$ cat src/rtl/sspp_pkg.sv
package sspp_pkg;

  localparam int unsigned ByteW  = 8;
  localparam int unsigned IndexW = 9;

  // byte positions within a status packet
  localparam logic [IndexW-1:0] IdxId     = 9'd2;
  localparam logic [IndexW-1:0] IdxLength = 9'd3;
  localparam logic [IndexW-1:0] HdrBytes  = 9'd4;
  localparam logic [ByteW-1:0]  MinLength = 8'd2;

  // tdata is padded to whole bytes
  localparam int unsigned OutDataW = 24;
  localparam int unsigned OutUserW = 2;

  typedef struct packed {
    logic [ByteW-1:0]  data_byte;
    logic [IndexW-1:0] byte_index;
    logic              end_of_packet;
    logic              checksum_error;
    logic              length_error;
  } result_t;

endpackage

$ cat src/rtl/sspp_framer.sv
module sspp_framer (
  input  logic                        clk_i,
  input  logic                        rst_ni,
  input  logic                        fire_i,
  input  logic [sspp_pkg::ByteW-1:0]  rx_byte_i,
  output sspp_pkg::result_t           result_o
);

  logic [sspp_pkg::IndexW-1:0] position_q, position_d;
  logic [sspp_pkg::IndexW-1:0] total_q, total_d;
  logic [sspp_pkg::ByteW-1:0]  sum_q, sum_d;
  logic                        eop, cerr, lerr;

  always_comb begin
    position_d = position_q;
    total_d    = total_q;
    sum_d      = sum_q;
    eop        = 1'b0;
    cerr       = 1'b0;
    lerr       = 1'b0;
    priority if (position_q < sspp_pkg::IdxId) begin
      position_d = position_q + 9'd1;
    end else if (position_q == sspp_pkg::IdxId) begin
      sum_d      = rx_byte_i;
      position_d = position_q + 9'd1;
    end else if (position_q == sspp_pkg::IdxLength) begin
      if (rx_byte_i < sspp_pkg::MinLength) begin
        lerr       = 1'b1;
        eop        = 1'b1;
        position_d = '0;
        total_d    = '0;
        sum_d      = '0;
      end else begin
        sum_d      = sum_q + rx_byte_i;
        total_d    = {1'b0, rx_byte_i} + sspp_pkg::IdxLength;
        position_d = sspp_pkg::HdrBytes;
      end
    end else if (position_q >= total_q) begin
      // checksum byte: ones' complement of the sum from id on
      eop        = 1'b1;
      cerr       = (rx_byte_i != ~sum_q);
      position_d = '0;
      total_d    = '0;
      sum_d      = '0;
    end else begin
      sum_d      = sum_q + rx_byte_i;
      position_d = position_q + 9'd1;
    end
  end

  always_comb begin
    result_o.data_byte      = rx_byte_i;
    result_o.byte_index     = position_q;
    result_o.end_of_packet  = eop;
    result_o.checksum_error = cerr;
    result_o.length_error   = lerr;
  end

  always_ff @(posedge clk_i or negedge rst_ni) begin
    if (!rst_ni) begin
      position_q <= '0;
      total_q    <= '0;
      sum_q      <= '0;
    end else if (fire_i) begin
      position_q <= position_d;
      total_q    <= total_d;
      sum_q      <= sum_d;
    end
  end

endmodule

$ cat src/rtl/servo_status_packet_parser.sv
// Servo status packet parser: one received byte in, one annotated byte out.
// An accepted byte passes through the input reg, then the result reg, to output valid.
// Throughput: one item per cycle; both stages stall only on downstream tready.
// Reset (rst_ni low, async): pipeline emptied, packet position, length and
// running sum cleared, so the next byte is taken as header byte 0.
module servo_status_packet_parser (
  input  logic                              clk_i,
  input  logic                              rst_ni,
  input  logic                              s_axis_tvalid_i,
  output logic                              s_axis_tready_o,
  input  logic [sspp_pkg::ByteW-1:0]        s_axis_tdata_i,  // [7:0] rx_byte
  output logic                              m_axis_tvalid_o,
  input  logic                              m_axis_tready_i,
  output logic [sspp_pkg::OutDataW-1:0]     m_axis_tdata_o,  // [7:0] data_byte,
                                                              // [16:8] byte_index
  output logic                              m_axis_tlast_o,  // end_of_packet
  output logic [sspp_pkg::OutUserW-1:0]     m_axis_tuser_o   // [0] checksum_error,
                                                              // [1] length_error
);

  logic                        in_valid_q;
  logic [sspp_pkg::ByteW-1:0]  in_byte_q;
  logic                        out_valid_q;
  sspp_pkg::result_t           out_q;
  sspp_pkg::result_t           result;
  logic                        out_ready;
  logic                        fire;

  assign out_ready       = !out_valid_q || m_axis_tready_i;
  assign fire            = in_valid_q && out_ready;
  assign s_axis_tready_o = !in_valid_q || out_ready;

  always_ff @(posedge clk_i or negedge rst_ni) begin
    if (!rst_ni) begin
      in_valid_q <= 1'b0;
    end else if (s_axis_tready_o) begin
      in_valid_q <= s_axis_tvalid_i;
    end
  end

  always_ff @(posedge clk_i) begin
    if (s_axis_tready_o && s_axis_tvalid_i) begin
      in_byte_q <= s_axis_tdata_i;
    end
  end

  sspp_framer u_framer (
    .clk_i     (clk_i),
    .rst_ni    (rst_ni),
    .fire_i    (fire),
    .rx_byte_i (in_byte_q),
    .result_o  (result)
  );

  always_ff @(posedge clk_i or negedge rst_ni) begin
    if (!rst_ni) begin
      out_valid_q <= 1'b0;
    end else if (out_ready) begin
      out_valid_q <= in_valid_q;
    end
  end

  always_ff @(posedge clk_i) begin
    if (fire) begin
      out_q <= result;
    end
  end

  assign m_axis_tvalid_o = out_valid_q;
  assign m_axis_tdata_o  = {7'd0, out_q.byte_index, out_q.data_byte};
  assign m_axis_tlast_o  = out_q.end_of_packet;
  assign m_axis_tuser_o  = {out_q.length_error, out_q.checksum_error};

  // a length error always sits on the length byte and closes the packet
  a_lerr_on_length: assert property (@(posedge clk_i) disable iff (!rst_ni)
    (m_axis_tvalid_o && m_axis_tuser_o[1]) |->
      (m_axis_tlast_o && m_axis_tdata_o[16:8] == sspp_pkg::IdxLength))
    else $error("length error off the length byte");

  // a checksum error only on a closing byte past the header
  a_cerr_on_last: assert property (@(posedge clk_i) disable iff (!rst_ni)
    (m_axis_tvalid_o && m_axis_tuser_o[0]) |->
      (m_axis_tlast_o && m_axis_tdata_o[16:8] >= sspp_pkg::HdrBytes))
    else $error("checksum error on a non-final byte");

  // the item after a closing item restarts at index 0
  a_restart: assert property (@(posedge clk_i) disable iff (!rst_ni)
    (fire && result.end_of_packet) |=> (u_framer.result_o.byte_index == '0))
    else $error("packet did not restart");

  // byte index never runs past the longest packet
  a_index_range: assert property (@(posedge clk_i) disable iff (!rst_ni)
    m_axis_tvalid_o |-> (m_axis_tdata_o[16:8] <= 9'd258))
    else $error("byte index out of range");

endmodule
$ cat config.mk
export PLATFORM = sky130hd
export DESIGN_NAME = servo_status_packet_parser
export DESIGN_NICKNAME = d
export VERILOG_FILES = /design/src/rtl/sspp_pkg.sv /design/src/rtl/sspp_framer.sv /design/src/rtl/servo_status_packet_parser.sv
export SDC_FILE = /design/constraint.sdc
export NUM_CORES = 1
export LEC_CHECK = 0
export ABC_AREA = 1
export BUFFER_PORTS_ARGS = -buffer_cell sky130_fd_sc_hd__buf_2
export CORE_MARGIN = 5
export CORE_UTILIZATION = 35
export CTS_CLUSTER_SIZE = 8
export DETAILED_ROUTE_END_ITERATION = 12
export REMOVE_ABC_BUFFERS = 1
export SETUP_SLACK_MARGIN = 0.2
export SLEW_MARGIN = 10
export SYNTH_ARGS = -nofsm -noshare
export SYNTH_HDL_FRONTEND = slang
export SYNTH_SLANG_ARGS = --single-unit
$ cat constraint.sdc
create_clock -name clk_i -period 1.75 [get_ports clk_i]
set_clock_uncertainty 0.1 [all_clocks]
set_input_delay 0.35 -clock clk_i [delete_from_list [all_inputs] [get_ports clk_i]]
set_output_delay 0.35 -clock clk_i [all_outputs]
set_load 0.01 [all_outputs]
==> results.md <==
- Post-synthesis sequential element count: 56
- Number of CTS-inserted buffers: 5
- Area overhead of the layout relative to synthesis: 42.2%
- Number of global-route vias before repair: 2511
- RSZ-0062 raised after global routing: true
- DRT Wirelength: 7800 um
- Post-route antenna net violation count: 0
- Final slew viol count: 0
- Die Ht: 104 um
- DP Cell Count: 515
- First-pass GRT wire length: 11900 um
- Synth top area cells: sky130_fd_sc_hd__edfxtp_1, sky130_fd_sc_hd__dfrtp_1, sky130_fd_sc_hd__ha_1
- Data required time of the worst path: 1.86 ns
- Clock Tree Buf Depth: 2
- Leak pwr: 2.01 nW
- GRT Util Overall: 13.2%
- Dominant register cell in the synthesized netlist: sky130_fd_sc_hd__edfxtp_1
- Yosys warns: 0
- Fraction of synthesized cell area taken by the top area cell type: 27.2%
- TritonCTS clock tree: built
- Final number of hold-violating endpoints: 28
- Final critical-path setup slack: -0.134 ns
- CTS root buf: sky130_fd_sc_hd__clkbuf_8
- Mean post-synth cell area: 9.49 um^2
- Ratio of cells with drive above 1 in the final layout: 44.6%
- Effective utilization at floorplan: 35.6%
- Maximum fanout along the worst path: 5
- Vias per cell: 4.86
- Final layout net count: 468
- Max IR drop VDD: 0.475 mV
- Layout fillers: 814
- Fmax achieved: 0.531 GHz
- Hold WS: -0.0303 ns
- H-tree level count: 2
- Worst rel slew slack: 53.5%
- Power density over cell area: 1370 mW/mm^2
- Area leader, netlist: sky130_fd_sc_hd__edfxtp_1
- Port-buffer cells: 33
- Minimum clock period after layout: 1.88 ns
- CTS Hold Buffers Added: 0
- Maximum number of pins on one net before global-route repair: 29
- Number of enable flip-flop cells after synthesis: 28
- CP Capture Type: flop
- Post-synthesis instance total: 326
- Total via count in the routed design: 2647
- Commonest cells post-synth: sky130_fd_sc_hd__nand2_1, sky130_fd_sc_hd__inv_1, sky130_fd_sc_hd__nor2_1
- Final Cycle Share: 108%
- Per-cell routed wire length: 14.3 um
- Worst-skew pair later-pin latency: 0.31 ns
- Critical path arrival: 2.00 ns
- Share of synthesized registers carrying an async set or reset: 50.0%
- Total setup violations reported at the end of the flow: 27
- Floorplan core area: 0.00868 mm^2
- Half-perimeter wire length after placement: 5300 um
- Count of max-cap constraint violations: 0
- Detailed-router iteration count before antenna repair: 5
- Kind of launch point of the worst setup path: flop
- Post-layout power: 6.03 mW
- Count of unresolved DRC violations after routing: 0
- Diodes inserted: 0
- Category of the critical setup timing path: reg -> reg
- Synth cell types: 36
- Number of standard cells in the final layout excluding fillers: 545
- Weighted congestion reported at the end of routability-driven placement: 0.883
- Cell with the most instances after synthesis: sky130_fd_sc_hd__nand2_1
- Seq/Total Area, Yosys: 49.8%
- DRC violation total after the first TritonRoute iteration: 126
- Netlist Area Pre-Place: 0.00309 mm^2
- Row Count: 34
- Area of the die: 0.0108 mm^2
- Total global routing overflow: 0
- Number of cell instances on the worst register-to-register path: 10
- Core occupancy in the finished layout: 50.7%
- Transition at the pin with the smallest max-transition slack: 0.697 ns
- I/O Pins: 41
- Hold WC Path Type: in -> async
- Run status: finished with violations
- Clock-pin slew on the worst setup and hold paths: 0.10 ns
- Violated checks: hold timing, setup timing
- Clock tree sinks: 56
- Antenna violations before repair: 0
- X dimension of the die: 104 um
[worst paths after layout]
kind                                                    start                            endpoint  slack (ns)
hold / removal                                         rst_ni  u_framer.position_q[0]$_DFFE_PN0P_       -0.03
setup / recovery           u_framer.position_q[1]$_DFFE_PN0P_     u_framer.total_q[6]$_DFFE_PN0P_       -0.13
max in group asynchronous                              rst_ni  u_framer.position_q[8]$_DFFE_PN0P_        1.09
min in group clk_i                          s_axis_tdata_i[1]              in_byte_q[1]$_DFFE_PP_        0.11
hold reg to reg               u_framer.total_q[8]$_DFFE_PN0P_     u_framer.total_q[8]$_DFFE_PN0P_        0.42
setup reg to reg           u_framer.position_q[1]$_DFFE_PN0P_     u_framer.total_q[6]$_DFFE_PN0P_       -0.13
[critical path, cell delays in order (launching register included)]
cell	delay [ns]
sky130_fd_sc_hd__dfrtp_2	0.40
sky130_fd_sc_hd__buf_4	0.13
sky130_fd_sc_hd__ha_4	0.14
sky130_fd_sc_hd__nand2_2	0.09
sky130_fd_sc_hd__nor2_2	0.17
sky130_fd_sc_hd__nand4_4	0.15
sky130_fd_sc_hd__nand3_4	0.15
sky130_fd_sc_hd__nand3_4	0.15
sky130_fd_sc_hd__buf_12	0.19
sky130_fd_sc_hd__inv_8	0.07
sky130_fd_sc_hd__o21ai_2	0.05
[sequential cells by signal, summed over array words and instances (netlist names)]
| signal | flops |
|---|---|
| u_framer.total_q | 9 |
| m_axis_tuser_o | 2 |
| m_axis_tvalid_o | 1 |
| u_framer.position_q | 9 |
| in_valid_q | 1 |
| u_framer.sum_q | 8 |
| m_axis_tlast_o | 1 |
| in_byte_q | 8 |
| m_axis_tdata_o | 17 |
[metrics by stage]
stage / hold WS [ns] / setup slack, ns / setup TNS, ns / area [um^2]
6_report: -0.0303 / -0.134 / -2.45 / 4400
5_1_grt: 0.0286 / -0.234 / -5.40 / 4400
4_1_cts: 0.0000514 / -0.0376 / -0.349 / 3920
3_5_place_dp: 0.343 / -0.115 / -1.47 / 3720
3_3_place_gp: 0.334 / -0.0891 / -0.427 / 3720
2_1_floorplan: -0.0456 / -0.0217 / -0.0217 / 3040
[layout by cell type, fill, tap and decap left out, types with 3 or more instances in the layout]
cell                       count
sky130_fd_sc_hd__clkbuf_8      6
sky130_fd_sc_hd__nor2_4        7
sky130_fd_sc_hd__ha_4          8
sky130_fd_sc_hd__xor2_1        5
sky130_fd_sc_hd__nand2_2      11
sky130_fd_sc_hd__nor3_2        4
sky130_fd_sc_hd__inv_1        32
sky130_fd_sc_hd__a21oi_2       9
sky130_fd_sc_hd__nand2_1      46
sky130_fd_sc_hd__o21ai_0       4
sky130_fd_sc_hd__conb_1        7
sky130_fd_sc_hd__nor2_1       32
sky130_fd_sc_hd__buf_2        33
sky130_fd_sc_hd__nand4_1       5
sky130_fd_sc_hd__a21oi_1      20
sky130_fd_sc_hd__dfrtp_1      26
sky130_fd_sc_hd__o21ai_2       3
sky130_fd_sc_hd__edfxtp_1     28
sky130_fd_sc_hd__ha_1         10
sky130_fd_sc_hd__buf_6         6
sky130_fd_sc_hd__nand3_1      14
sky130_fd_sc_hd__nand3_4       3
sky130_fd_sc_hd__nand3_2       8
sky130_fd_sc_hd__buf_4        61
sky130_fd_sc_hd__nor2_2        5
sky130_fd_sc_hd__inv_2         6
[power by group]
group          internal (mW)  leakage [nW]  switching [mW]
Sequential              1.76         0.585           0.240
Clock                  0.324        0.0455           0.414
Combinational           1.56          1.38            1.72
Total                   3.65          2.01            2.38
[layout make-up]
class / instances / area, um^2 / share of cell area, %
Clock buffer: 8 / 90.1 / 2.05
Inverter: 41 / 173 / 3.93
Multi-Input combinational cell: 228 / 1700 / 38.6
Sequential cell: 56 / 1540 / 35.1
Tap cell: 108 / 135 / 3.07
Timing Repair Buffer: 102 / 731 / 16.6
Timing Repair inverter: 2 / 27.5 / 0.626
[logic make-up after synthesis]
kind of cell | after synthesis | synth area share [%]
DFF | 56 | 49.8
buffers and inverters | 49 | 7.48
adders and majority gates | 20 | 8.33
AOI/OAI and AO/OA | 44 | 7.97
and+or+nand+nor | 147 | 23.7
other | 1 | 0.121
xor gates and xnor gates | 9 | 2.55
[repair_timing]
item | 4_1_cts | 5_1_grt
setup endpoints to repair | 29 | 41
resized for setup | 17 | 67
hold endpoints to repair | 0 | 0
setup buffers | 4 | 15
pin swaps | 3 | 21
gates cloned | 0 | 3
[per-layer routing]
metal  GRT usage [%]  up-vias  wire [um]
met1            18.0     1278       3410
met4            6.01        0        112
met3            1.99        9        328
li1                -     1302          -
met2            20.6       58       3950
met5               0        -          0
Note: power is estimated with default switching activity, not from simulation.
